[config.mk]
export PLATFORM = sky130hd
export DESIGN_NAME = chs_isqrt
export DESIGN_NICKNAME = d
export VERILOG_FILES = /design/src/design/chs_pkg.sv /design/src/design/chs_isqrt.sv
export SDC_FILE = /design/constraint.sdc
export NUM_CORES = 2
export LEC_CHECK = 0
export BUFFER_PORTS_ARGS = -buffer_cell sky130_fd_sc_hd__clkbuf_2
export CAP_MARGIN = 20
export CELL_PAD_IN_SITES_DETAIL_PLACEMENT = 0
export CELL_PAD_IN_SITES_GLOBAL_PLACEMENT = 2
export CORE_AREA = 2 2 546 548
export CTS_BUF_LIST = sky130_fd_sc_hd__clkbuf_4
export CTS_CLUSTER_DIAMETER = 200
export DETAILED_ROUTE_END_ITERATION = 7
export DIE_AREA = 0 0 548 550
export PLACE_DENSITY_LB_ADDON = 0.1
export SETUP_SLACK_MARGIN = 0.02
export SLEW_MARGIN = 20
export SYNTH_ARGS = -nofsm -noshare
export SYNTH_HDL_FRONTEND = slang
export SYNTH_MEMORY_MAX_BITS = 65536
export SYNTH_SLANG_ARGS = --single-unit
[constraint.sdc]
create_clock -name clk -period 9 [get_ports clk]
set_clock_uncertainty 0.05 [all_clocks]
set_input_delay 0 -clock clk [delete_from_list [all_inputs] [get_ports clk]]
set_output_delay 0 -clock clk [all_outputs]
set_load 0.02 [all_outputs]
[src/design/chs_pkg.sv]
`timescale 1ns / 1ps
// ----------------------------------------------------------------------------
// chs_pkg - shared types and constants for the cosine hemisphere sampler
// Word formats, fixed-point constants, pipeline depths and the reciprocal
// constants for the sine and cosine series.
// ----------------------------------------------------------------------------
package chs_pkg;

	localparam int COORD_FRAC_BITS = 14;
	localparam int RAND_BITS       = 16;
	localparam int LOCAL_FRAC      = 30;

	localparam logic [30:0] HALF_PI_Q30 = 31'd1686629713;
	localparam logic [30:0] ONE_Q30     = 31'h4000_0000;

	localparam int ISQRT_STEPS = 32;
	localparam int DIV_STEPS   = 16;
	localparam int SINCOS_LAT  = 16;

	localparam int SIN_STEPS = 5;
	localparam int COS_STEPS = 6;

	// floor(p / k) = (p * magic) >> shift, exact for p below 2^30
	localparam int SIN_SHIFT [SIN_STEPS] = '{37, 37, 36, 35, 33};
	localparam logic [31:0] SIN_MAGIC [SIN_STEPS] = '{
		32'(((64'd1 << 37) + 64'd109) / 64'd110),
		32'(((64'd1 << 37) + 64'd71) / 64'd72),
		32'(((64'd1 << 36) + 64'd41) / 64'd42),
		32'(((64'd1 << 35) + 64'd19) / 64'd20),
		32'(((64'd1 << 33) + 64'd5) / 64'd6)
	};

	localparam int COS_SHIFT [COS_STEPS] = '{38, 37, 36, 35, 34, 31};
	localparam logic [31:0] COS_MAGIC [COS_STEPS] = '{
		32'(((64'd1 << 38) + 64'd131) / 64'd132),
		32'(((64'd1 << 37) + 64'd89) / 64'd90),
		32'(((64'd1 << 36) + 64'd55) / 64'd56),
		32'(((64'd1 << 35) + 64'd29) / 64'd30),
		32'(((64'd1 << 34) + 64'd11) / 64'd12),
		32'(((64'd1 << 31) + 64'd1) / 64'd2)
	};

	typedef struct packed {
		logic signed [15:0] normal_x;
		logic signed [15:0] normal_y;
		logic signed [15:0] normal_z;
		logic [15:0]        rand_angle;
		logic [15:0]        rand_height;
	} in_word_t;

	typedef struct packed {
		logic signed [15:0] dir_x;
		logic signed [15:0] dir_y;
		logic signed [15:0] dir_z;
		logic               degenerate;
	} out_word_t;

endpackage

[src/design/chs_isqrt.sv]
`timescale 1ns / 1ps
// ----------------------------------------------------------------------------
// chs_isqrt - pipelined integer square root
// Floor square root of a 64-bit radicand, one root bit per register stage.
// ----------------------------------------------------------------------------
module chs_isqrt (
	input  logic        clk,
	input  logic        en,
	input  logic [63:0] radicand,
	output logic [31:0] root
);

	localparam int N = chs_pkg::ISQRT_STEPS;

	logic [63:0] rad_s  [N];
	logic [33:0] rem_s  [N];
	logic [31:0] root_s [N];

	logic [63:0] rad_p  [N];
	logic [33:0] rem_p  [N];
	logic [31:0] root_p [N];

	logic [63:0] rad_n  [N];
	logic [33:0] rem_n  [N];
	logic [31:0] root_n [N];

	always_comb begin
		logic [35:0] acc;
		logic [35:0] trial;
		rad_p[0]  = radicand;
		rem_p[0]  = '0;
		root_p[0] = '0;
		for (int i = 1; i < N; i++) begin
			rad_p[i]  = rad_s[i-1];
			rem_p[i]  = rem_s[i-1];
			root_p[i] = root_s[i-1];
		end
		for (int i = 0; i < N; i++) begin
			acc   = {rem_p[i], rad_p[i][63:62]};
			trial = {2'b00, root_p[i], 2'b01};
			rad_n[i] = rad_p[i] << 2;
			if (acc >= trial) begin
				rem_n[i]  = 34'(acc - trial);
				root_n[i] = {root_p[i][30:0], 1'b1};
			end else begin
				rem_n[i]  = acc[33:0];
				root_n[i] = {root_p[i][30:0], 1'b0};
			end
		end
	end

	always_ff @(posedge clk) begin
		if (en) begin
			for (int i = 0; i < N; i++) begin
				rad_s[i]  <= rad_n[i];
				rem_s[i]  <= rem_n[i];
				root_s[i] <= root_n[i];
			end
		end
	end

	assign root = root_s[N-1];

endmodule

After elaboration in Yosys (flattened, before gate mapping)

Memory sizes are Yosys's and may differ from the RTL's.
Cells that the tools add are included.

Input bits: 66
Memories: 3
Bits in latches: 0
Logic and storage cells: 133
Bits in writable memories: 4096
Flip-flop bits (word level): 0
Output and inout port bits: 32
Memory bits (read-only): 0

Multiply operators: 0
Shift operators: 0
Order comparisons: 32
Add/sub/neg operators: 32
Div/mod/pow operators: 0
Equality and inequality tests: 0
Muxes and demuxes: 66
Bitwise logic cells: 0
Reduce and logical (&&, ||, !) cells: 0

Memory list:

| name   | depth | bits a word | rd ports | clocked after Yosys merged registers in | write ports | RTL line        | RTL |
|---|---|---|---|---|---|---|---|
| rad_s  | 32    | 62          | 31       | 0                                       | 32          | chs_isqrt.sv:15 | `logic [63:0] rad_s [N];` |
| rem_s  | 32    | 34          | 31       | 0                                       | 32          | chs_isqrt.sv:16 | `logic [33:0] rem_s [N];` |
| root_s | 32    | 32          | 32       | 0                                       | 32          | chs_isqrt.sv:17 | `logic [31:0] root_s [N];` |

Operators with widths:

| kind                                                              | number |
|---|---|
| greater-or-equal comparator 36 x 34 -> 1 bit                      | 31 |
| 2-to-1 mux 34 bit                                                 | 32 |
| subtractor 34 bit                                                 | 31 |
| 2-to-1 mux 1 bit                                                  | 34 |
| subtractor 2 x 1 -> 3 bit, second input constant                  | 1 |
| greater-or-equal comparator 2 x 1 -> 1 bit, second input constant | 1 |

Logic depth before layout (Yosys ltp)

An unclocked memory read counts as a cell.

Depth after elaboration: 3
Mapped depth: 14
Mapped depth without buffers: 12

Least setup slack after synthesis

Ideal clock, no wire load.

Path kind: register -> register
Start point: memory rem_s[3][21] (netlist: rem_s[0][123])
End point: memory rem_s[4][23] (netlist: rem_s[0][159]), data pin
Period minus slack after synthesis: 3.670 ns
Library setup time: 0.266 ns
Required time: 8.684 ns
Path slack: 5.330 ns
Stages on the path, launching flop included: 13
Data arrival time: 3.354 ns
Path buffers: 3
Cells stage by stage: edfxtp_1 -> or4_4 -> or4_1 -> buf_2 -> or3_1 -> or4_1 -> or3b_1 -> buf_2 -> o211ai_4 -> or4_1 -> buf_4 -> nor3_1 -> xor2_1

RTL lines:

| what               | RTL line |
|---|---|
| start: declaration | chs_isqrt.sv:16 |

==> metrics.yaml <==
p_leak_nw: 51.82
start_util_pct: 39.90
yosys-top-cells-area: "edfxtp_1, ha_1, xor2_1"
ys_seq_area_share_pct: 64.26
tns_ps: 0
cp_num_buf_inv: 2
ys_seq_elements: 2523
clk_pin_slew_worst_paths_ps: 60
cp_cell_sequence: "ha_1, a2111oi_0, a211oi_1, o31a_1, o21ai_1, o31ai_1, nor4_4, buf_4, inv_1, mux2_2"
grt_pass1_vias: 73840
cts_max_path_buffers: 4
ctsResizeCount: 0
hp-class: "in2reg"
grt_first_pass_wirelength_mm: 418.1
track_usage_pct: 17.55
slew_violations: 0
h-tree-depth: 6
fin_ws_ps: 4699
yosysTopAreaCellShare_pct: 64.26
yosys_warnings: 0
fin_nets: 10650
hold_viol: 0
period_share_pct: 47.79
critPathTopFamily: "compound AO/OA/AOI/OAI gates"
final_layout_size_suffix_gt1_share_pct: 12.83
grt_max_degree: 171
yosysTopAreaCell: "edfxtp_1"
synth_edf_count: 2523
wl_mm: 268.8
ir_worst_vdd_mv: 0.1122
worstSetupPathType: "reg2reg"
netlist_instances: 9161
multi_input_area_mm2: 0.03888
end_kind: "register"
cts.sinks: 2523
syn-mean-instance-area_um2: 12.87
critical-path-slowest-cell: "a2111oi_0"
die-area_mm2: 0.3014
drc_errors: 0
layout_min_cycle_time_ps: 4301
gp_congestion: 0.8249
seqCellArea_mm2: 0.07576
setup_violations: 0
coreArea_mm2: 0.2955
synth_cell_types: 82
row_count: 200
cts_tree: "done"
antenna_left: 0
dp.cells: 13040
required_ps: 10100
max_stage_delay_ps: 770
synth-async-reset-ratio_pct: 0
netlist_area_mm2: 0.1179
clk_latency_ps: 1510
outcome: "complete, no violations"
p_per_area_mw_per_mm2: 247.1
fillers: 27220
mappedNetlistNets: 9789
drt_iter0_markers: 4687
rsz0062_at_grt: "no"
io_pins: 98
fmax_ghz: 0.2325
worst_ep_arrival_time_ps: 5400
cts-root-buf: "clkbuf_4"
hold_ws_ps: 263.8
stdcell_count: 14490
firstDrtPassIters: 7
maxSlewHeadroom_pct: 28.66
port_buffers: 97
path_max_fanout: 55
reg2reg_slack_ps: 4700
max_slew.worst_pin.slew_ps: 1043
routedWlPerCell_um: 18.56
die_h_um: 550
antenna_found_initial: 9
yosys.cell_count.top_type: "edfxtp_1"
syn_to_final_growth_pct: 13.92
max_cap_viol_count: 0
cts_buffers: 688
synth_flop_cell: "edfxtp_1"
pre_cts_slack_ps: 4660
start_kind: "register"
dr_total_vias: 73050
dp_hpwl_mm: 188.3
synthTopCellsByCount: "edfxtp_1, inv_1, nand2_1"
grt-ovfl-total: 0
die_x_um: 548
via_per_inst: 5.042
[placed cells by master, fill, tap and decap left out, types with 20 or more instances in the layout]
cell and instances:
a211o_1 20, a211oi_1 51, a21o_1 231, a21oi_1 603
a31oi_1 40, and2_1 35, and3_1 55, buf_4 36
clkbuf_2 96, clkbuf_4 922, clkinv_1 182, clkinv_2 37
dlygate4sd3_1 226, edfxtp_1 2523, ha_1 562, inv_1 692
inv_6 21, mux2_2 89, nand2_1 610, nand2b_1 98
nand3_1 138, nand3b_1 23, nand4_1 103, nor2_1 560
nor2b_1 77, nor3_1 237, nor3b_1 25, nor4_1 126
o211ai_1 32, o21a_1 87, o21ai_0 495, o21bai_1 48
o31ai_1 49, or2_2 40, or3_1 106, or4_1 71
xnor2_1 393, xor2_1 467
[report_power, final]
part | total (W) | leakage [nW] | switching, W | internal [W]
combinational | 0.00703 | 22.4 | 0.00409 | 0.00294
clock | 0.0102 | 5.12 | 0.00498 | 0.00524
sequential | 0.0159 | 24.3 | 0.00105 | 0.0149
total | 0.0332 | 51.8 | 0.0101 | 0.0231
[path summary, 6_finish.rpt]
kind,cells after the start,start,to
hold / removal,4,radicand[55],rad_s[0][55]
setup reg to reg,10,rem_s[1][444],rem_s[1][495]
hold reg to reg,0,rad_s[1][555],rad_s[1][619]
setup / recovery,10,rem_s[1][444],rem_s[1][495]
[tightest hold or removal path, stage by stage]
cell           delay (ps)
dlygate4sd3_1         520
dlygate4sd3_1         540
clkbuf_2               90
dlygate4sd3_1         520
[layout make-up]
class / count / share of cell area [%]
Clock inverter: 284 / 1.355
Inverter: 692 / 1.934
Antenna cell: 10 / 0.01863
Sequential cell: 2523 / 56.40
Timing Repair Buffer: 377 / 2.519
Clock buffer: 922 / 5.153
Multi-Input combinational cell: 5741 / 28.95
Tap cell: 3939 / 3.669
[timing repair]
item,4_1_cts,5_1_grt
hold endpoints to repair,2532,0
setup buffers,0,0
hold buffers,227,0
[stage by stage]
stage	utilization, %	power, W	area, um^2
5_1_grt	45.44	0.03535	134300
4_1_cts	45.43	0.03384	134300
6_report	45.45	0.03319	134300
2_1_floorplan	-	0.02076	117900
3_5_place_dp	41.70	0.02316	123200
3_3_place_gp	41.70	0.02319	123200
[routing by layer]
metal	global-route usage (%)	wire length (um)
met4	6.518	7673
met1	22.04	117500
met2	30.25	133500
met5	0	25
met3	3.054	10220
[sequential cells by signal (all words and copies together) (netlist names)]
register and count:
rad_s 992, rem_s 1003, root_s 528
[logic make-up after synthesis]
group,share of synthesized area [%]
other,0.003180
DFF,64.26
muxes,0.9349
AOI/OAI and AO/OA,9.633
adders and majority gates,5.964
buffers and inverters,2.863
xor gates and xnor gates,6.388
and+or+nand+nor,9.957
Note: power is estimated with default switching activity, not from simulation.
