### src/design/chs_pkg.sv
`timescale 1ns / 1ps
// ----------------------------------------------------------------------------
// chs_pkg - shared types and constants for the cosine hemisphere sampler
// Word formats, fixed-point constants, pipeline depths and the reciprocal
// constants for the sine and cosine series.
// ----------------------------------------------------------------------------
package chs_pkg;

	localparam int COORD_FRAC_BITS = 14;
	localparam int RAND_BITS       = 16;
	localparam int LOCAL_FRAC      = 30;

	localparam logic [30:0] HALF_PI_Q30 = 31'd1686629713;
	localparam logic [30:0] ONE_Q30     = 31'h4000_0000;

	localparam int ISQRT_STEPS = 32;
	localparam int DIV_STEPS   = 16;
	localparam int SINCOS_LAT  = 16;

	localparam int SIN_STEPS = 5;
	localparam int COS_STEPS = 6;

	// floor(p / k) = (p * magic) >> shift, exact for p below 2^30
	localparam int SIN_SHIFT [SIN_STEPS] = '{37, 37, 36, 35, 33};
	localparam logic [31:0] SIN_MAGIC [SIN_STEPS] = '{
		32'(((64'd1 << 37) + 64'd109) / 64'd110),
		32'(((64'd1 << 37) + 64'd71) / 64'd72),
		32'(((64'd1 << 36) + 64'd41) / 64'd42),
		32'(((64'd1 << 35) + 64'd19) / 64'd20),
		32'(((64'd1 << 33) + 64'd5) / 64'd6)
	};

	localparam int COS_SHIFT [COS_STEPS] = '{38, 37, 36, 35, 34, 31};
	localparam logic [31:0] COS_MAGIC [COS_STEPS] = '{
		32'(((64'd1 << 38) + 64'd131) / 64'd132),
		32'(((64'd1 << 37) + 64'd89) / 64'd90),
		32'(((64'd1 << 36) + 64'd55) / 64'd56),
		32'(((64'd1 << 35) + 64'd29) / 64'd30),
		32'(((64'd1 << 34) + 64'd11) / 64'd12),
		32'(((64'd1 << 31) + 64'd1) / 64'd2)
	};

	typedef struct packed {
		logic signed [15:0] normal_x;
		logic signed [15:0] normal_y;
		logic signed [15:0] normal_z;
		logic [15:0]        rand_angle;
		logic [15:0]        rand_height;
	} in_word_t;

	typedef struct packed {
		logic signed [15:0] dir_x;
		logic signed [15:0] dir_y;
		logic signed [15:0] dir_z;
		logic               degenerate;
	} out_word_t;

endpackage

### src/design/chs_div.sv
`timescale 1ns / 1ps
// ----------------------------------------------------------------------------
// chs_div - pipelined tangent normalizing divider
// Rounded |t| * 2^30 / r, one quotient bit per register stage, sign restored
// at the output.
// ----------------------------------------------------------------------------
module chs_div (
	input  logic               clk,
	input  logic               en,
	input  logic signed [16:0] t,
	input  logic [31:0]        r,
	output logic signed [15:0] tn
);

	localparam int N = chs_pkg::DIV_STEPS;

	logic [31:0] rem_s [N];
	logic [15:0] low_s [N];
	logic [31:0] r_s   [N];
	logic [15:0] q_s   [N];
	logic        neg_s [N];

	logic [31:0] rem_p [N];
	logic [15:0] low_p [N];
	logic [31:0] r_p   [N];
	logic [15:0] q_p   [N];
	logic        neg_p [N];

	logic [31:0] rem_n [N];
	logic [15:0] q_n   [N];

	always_comb begin
		logic [16:0] mag;
		logic [46:0] num;
		logic [32:0] trial;
		mag = t[16] ? 17'(-t) : 17'(t);
		// rounding term r/2 joins the numerator before the long division
		num = (47'(mag[15:0]) << 30) + 47'(r[31:1]);
		rem_p[0] = 32'(num[46:16]);
		low_p[0] = num[15:0];
		r_p[0]   = r;
		q_p[0]   = '0;
		neg_p[0] = t[16];
		for (int i = 1; i < N; i++) begin
			rem_p[i] = rem_s[i-1];
			low_p[i] = low_s[i-1];
			r_p[i]   = r_s[i-1];
			q_p[i]   = q_s[i-1];
			neg_p[i] = neg_s[i-1];
		end
		for (int i = 0; i < N; i++) begin
			trial = {rem_p[i], low_p[i][15]};
			if (trial >= {1'b0, r_p[i]}) begin
				rem_n[i] = 32'(trial - {1'b0, r_p[i]});
				q_n[i]   = {q_p[i][14:0], 1'b1};
			end else begin
				rem_n[i] = trial[31:0];
				q_n[i]   = {q_p[i][14:0], 1'b0};
			end
		end
	end

	always_ff @(posedge clk) begin
		if (en) begin
			for (int i = 0; i < N; i++) begin
				rem_s[i] <= rem_n[i];
				low_s[i] <= low_p[i] << 1;
				r_s[i]   <= r_p[i];
				q_s[i]   <= q_n[i];
				neg_s[i] <= neg_p[i];
			end
		end
	end

	assign tn = neg_s[N-1] ? 16'(-q_s[N-1]) : q_s[N-1];

endmodule

### config.mk
export PLATFORM = sky130hd
export DESIGN_NAME = chs_div
export DESIGN_NICKNAME = d
export VERILOG_FILES = /design/src/design/chs_pkg.sv /design/src/design/chs_div.sv
export SDC_FILE = /design/constraint.sdc
export NUM_CORES = 2
export LEC_CHECK = 0
export CAP_MARGIN = 20
export CORE_UTILIZATION = 65
export DETAILED_ROUTE_END_ITERATION = 12
export DONT_BUFFER_PORTS = 1
export PLACE_DENSITY = 0.81
export SYNTH_ARGS = -nofsm -noshare
export SYNTH_HDL_FRONTEND = slang
export SYNTH_SLANG_ARGS = --single-unit
### constraint.sdc
create_clock -name clk -period 10.4 [get_ports clk]
set_clock_uncertainty 0.15 [all_clocks]
set_input_delay 1.04 -clock clk [delete_from_list [all_inputs] [get_ports clk]]
set_output_delay 1.04 -clock clk [all_outputs]
set_load 0.02 [all_outputs]
After elaboration in Yosys (flattened, before gate mapping)
Memories as Yosys holds them, arrays and structs flattened.
Index checks and enable logic that the tools add are counted.
Cells by class
  eq/ne operators: 0
  multiplexer cells: 36
  $add $sub $neg: 19
  multiply operators: 0
  magnitude comparators: 16
  divide/modulo/power cells: 0
  bitwise gates (word level): 0
  shifts and indexed selects: 0
  reductions and logical operators: 0
Operators with widths (number)
  $mux 32: 16
  $sub 32x32->32: 16
  $ge 33x32->1: 15
  $add 46x31->47: 1
  $ge 32x32->1: 1
  $mux 16: 2
  $neg 16->16: 2
  $mux 1: 18
Storage, ports and cells
  register bits: 0
  latch bits: 0
  ROM bits: 0
  word-level logic and storage cells: 76
  output and inout bits: 16
  memories kept: 5
  memory bits (writable): 1536
Memories
  r_s: words 16, bits a word 32, read ports 15, clocked after Yosys merged registers in 0, write ports 16, RTL line chs_div.sv:19  | logic [31:0] r_s [N];
  rem_s: words 16, bits a word 32, read ports 15, clocked after Yosys merged registers in 0, write ports 16, RTL line chs_div.sv:17  | logic [31:0] rem_s [N];
  q_s: words 16, bits a word 16, read ports 16, clocked after Yosys merged registers in 0, write ports 16, RTL line chs_div.sv:20  | logic [15:0] q_s [N];
  low_s: words 16, bits a word 15, read ports 15, clocked after Yosys merged registers in 0, write ports 16, RTL line chs_div.sv:18  | logic [15:0] low_s [N];
  neg_s: words 16, bits a word 1, read ports 16, clocked after Yosys merged registers in 0, write ports 16, RTL line chs_div.sv:21  | logic neg_s [N];

Depth between registers and ports, before layout
  depth in word-level cells: 5
  depth in mapped cells: 23

Worst setup path before layout
No wires, ideal clock.
  path kind: input port to flip-flop
  start point: input port t[1]
  end point: memory rem_s[0][25] (data pin)
  stages on the path: 22
  required time: 9.981 ns
  path buffers: 2
  library setup time: 0.269 ns
  setup slack: 4.847 ns
  arrival: 5.134 ns
  path through: inv_1 -> ha_1 -> nand2b_1 -> nor3_1 -> xor2_1 -> nor3_1 -> a21oi_1 -> nor3_1 -> and3_1 -> a21oi_1 -> o22ai_1 -> xnor2_1 -> ha_1 -> inv_1 -> o21bai_1 -> a21o_1 -> a21oi_1 -> o21ai_0 -> nor4_1 -> clkbuf_1 -> clkbuf_1 -> o21ai_0
RTL lines
  start: declaration: RTL line chs_div.sv:10  | input logic signed [16:0] t,
  end: declaration: RTL line chs_div.sv:17

==> run summary <==
Status = finished, final reports clean
Pwr dens = 304 nW/um2
CTS tree = built
Layout cells sized above 1 = 0.0535
WL final = 154 mm
Critical-path cell list = inv_1, ha_1, nand2b_1, nor3_1, xor2_1, nor3_1, a21oi_1, nor3_1, and3_1, a21oi_1, o22ai_1, xnor2_1, ha_1, inv_1, o21bai_1, a21o_1, a21oi_1, o21ai_0, nor4_2, buf_4, mux2_2
GRT Overall Usage = 0.297
Finished Cell Area = 71000 um2
Post-synth ARST share = 0
Hold path start = r[16]
Synth-to-Final Area Change = 7.78%
Mapped Avg Cell Area = 10.6 um2
Antenna Cells = 0
Worst reg2reg path depth = 13
Initial core utilization = 0.657
Met2 usage = 0.511
Crit path kind = in2reg
Hold Crit Class = in2reg
Routed WL per cell = 20.2 um
Vias per cell = 6.13
Setup WS pre-CTS = 3.65 ns
Clock sinks = 1112
Die X = 320 um
H-tree Lvls = 3
Register area = 33400 um2
First-pass GRT wire length = 239 mm
TritonRoute pass-1 iters = 6
Max Slew Vio Count = 0
Clock transition at path regs = 0.06 ns
Final Hold Vio Count = 0
Largest stage delay on the critical path = 0.65 ns
Grt ovf = 0
Filler Cells Inserted = 7082
Syn nets = 6784
Delay-heaviest family, CP = simple AND/OR/NAND/NOR gates
Slew headroom = 0.258
Area of the multi-input gates = 29600 um2
Routability Congestion = 0.982
Max Cap Viol = 0
Max Clk Rate = 163 MHz
Required time of the worst setup path = 10.73 ns
DR iter-0 viols = 3978
TNS Setup = 0 ns
Commonest cells after routing, fill and taps aside = edfxtp_1 (1112), inv_1 (621), a21oi_1 (547)
Dpl cells = 7433
Distinct cells, synth = 83
Routing usage on met1 = 0.378
Worst R2R Start = r_s[1][1]
Largest net degree at the start of global routing = 191
Worst path slowest cell = nor3_1
VDD IR max = 0.221 mV
Met3 Usage GRT = 0.0444
Worst r2r dst = rem_s[1][35]
Final cell count without fillers = 7643
Final worst-path cycle share = 0.590
Startpoint type of the worst setup path = input port
Critical path capture point type = flop
Total power = 21.6 mW
Lkg Pwr = 29.4 nW
Seq/Total Area, Yosys = 0.507
Commonest non-fill, non-tap cell in the layout = edfxtp_1
Buf/Inv on CP = 3
Critical path destination = rem_s[0][17]
Antenna violations before repair = 4
Worst-skew pair later-pin latency = 0.74 ns
Post-route ant nets = 0
FP Rows = 116
Synth Warn # = 0
Ys flop type = edfxtp_1
Crit. Startpoint = t[1]
Die area = 103000 um2
Synth Instances = 6202
FF+latch count, synth = 1112
DP HPWL = 116 mm
Final setup fails = 0
CTS max path bufs = 3
CTS Buf Count = 112
Area after DPL = 67300 um2
DRC violations left = 0
IO Count = 67
Vias in the first global route = 45000
Die Y = 320 um
PostCTS Resize Cnt = 0
Register-to-register setup slack = 5.09 ns
Input/output buffers = 0
Number of flops mapped to enable cells by yosys = 1112
Core area = 100000 um2
RSZ-0062 raised after global routing = false
Setup ws final = 4.26 ns
Gr busiest metal = met2
Postcts setup bufs = 0
Hold Buf Count CTS = 0
Synthesized area = 65900 um2
NumNets Final = 6772
Min Tclk post-route = 6.14 ns
Crit Path Max Fanout = 52
Critical Path Stages = 21
Root Driver = clkbuf_16
Worst-margin pin slew = 1.10 ns
Arrival @ worst endpoint = 6.47 ns
Via Count = 46800
-- power breakdown --
part / internal, mW / leakage, nW / switching [mW]
registers: 6.73 / 10.9 / 0.757
logic: 4.19 / 16.8 / 5.87
clock network: 2.25 / 1.77 / 1.77
-- routing by layer --
metal	vias up	wire length (um)
met1	22400	63300
met5	-	0
met4	0	5760
met3	336	10300
li1	22500	-
met2	1561	74900
-- cell type report --
cell class | instances | area share
tap | 1357 | 0.0239
timing repair buffer | 29 | 0.00370
clock inverter | 70 | 0.0110
multi-input combinational | 4312 | 0.417
inverter | 623 | 0.0329
clock buffer | 140 | 0.0409
sequential | 1112 | 0.470
-- through the flow --
| step | hold slack, ns | utilization |
|---|---|---|
| floorplan | 0.250 | - |
| global placement | 0.250 | 0.671 |
| detailed placement | 0.255 | 0.671 |
| global route | 0.220 | 0.708 |
| CTS | 0.204 | 0.708 |
| finish | 0.244 | 0.708 |
-- worst reg2reg max path, stage by stage (launching register included) --
cell      delay (ns)
edfxtp_1        0.43
inv_1           0.09
ha_1            0.23
nor2b_1         0.14
o31a_1          0.30
o21ai_0         0.38
o211ai_1        0.27
o21ai_0         0.36
o21ai_1         0.17
a41oi_1         0.34
or3_1           0.19
o21ba_2         0.81
clkinv_1        0.73
mux2_2          0.46
-- worst min-delay path by stage --
stage / endpoint / slack [ns] / cells past startpoint
2_1_floorplan: neg_s[0][1] / 0.25 / 0
3_3_place_gp: q_s[1][92] / 0.25 / 0
3_5_place_dp: q_s[0][100] / 0.25 / 0
4_1_cts: r_s[0][16] / 0.20 / 0
5_1_grt: r_s[0][2] / 0.22 / 0
6_report: r_s[0][16] / 0.24 / 0
-- state kept, by name (all words and copies together) (netlist names) --
name and flops:
neg_s 16, r_s 480, q_s 136, rem_s 480
-- Yosys cell counts, types with 75 or more instances --
master / number / area share
nand2_1: 511 / 0.029
xor2_1: 194 / 0.026
clkbuf_1: 141 / 0.0080
a21oi_1: 548 / 0.042
o21ai_0: 457 / 0.035
ha_1: 516 / 0.098
xnor2_1: 253 / 0.034
mux2_2: 82 / 0.014
nor3_1: 75 / 0.0057
nand2b_1: 77 / 0.0073
a21o_1: 272 / 0.031
nor2b_1: 86 / 0.0082
nand3_1: 98 / 0.0074
nor2_1: 381 / 0.022
nand4_1: 92 / 0.0087
inv_1: 621 / 0.035
edfxtp_1: 1112 / 0.51
-- logic make-up (layout without fill, tap and decap cells) --
logic type               after synthesis  count (layout)  share of synthesized area
XOR/XNOR                             447             447                     0.0594
buffers and inverters                778             862                     0.0448
multiplexers                         111             111                     0.0187
AND/OR/NAND/NOR                     1498            1498                      0.107
adder cells (fa/ha/maj)              531             531                      0.103
flip-flops                          1112            1112                      0.507
AO/OA/AOI/OAI                       1725            1725                      0.161
(Power assumes the default switching activity.)
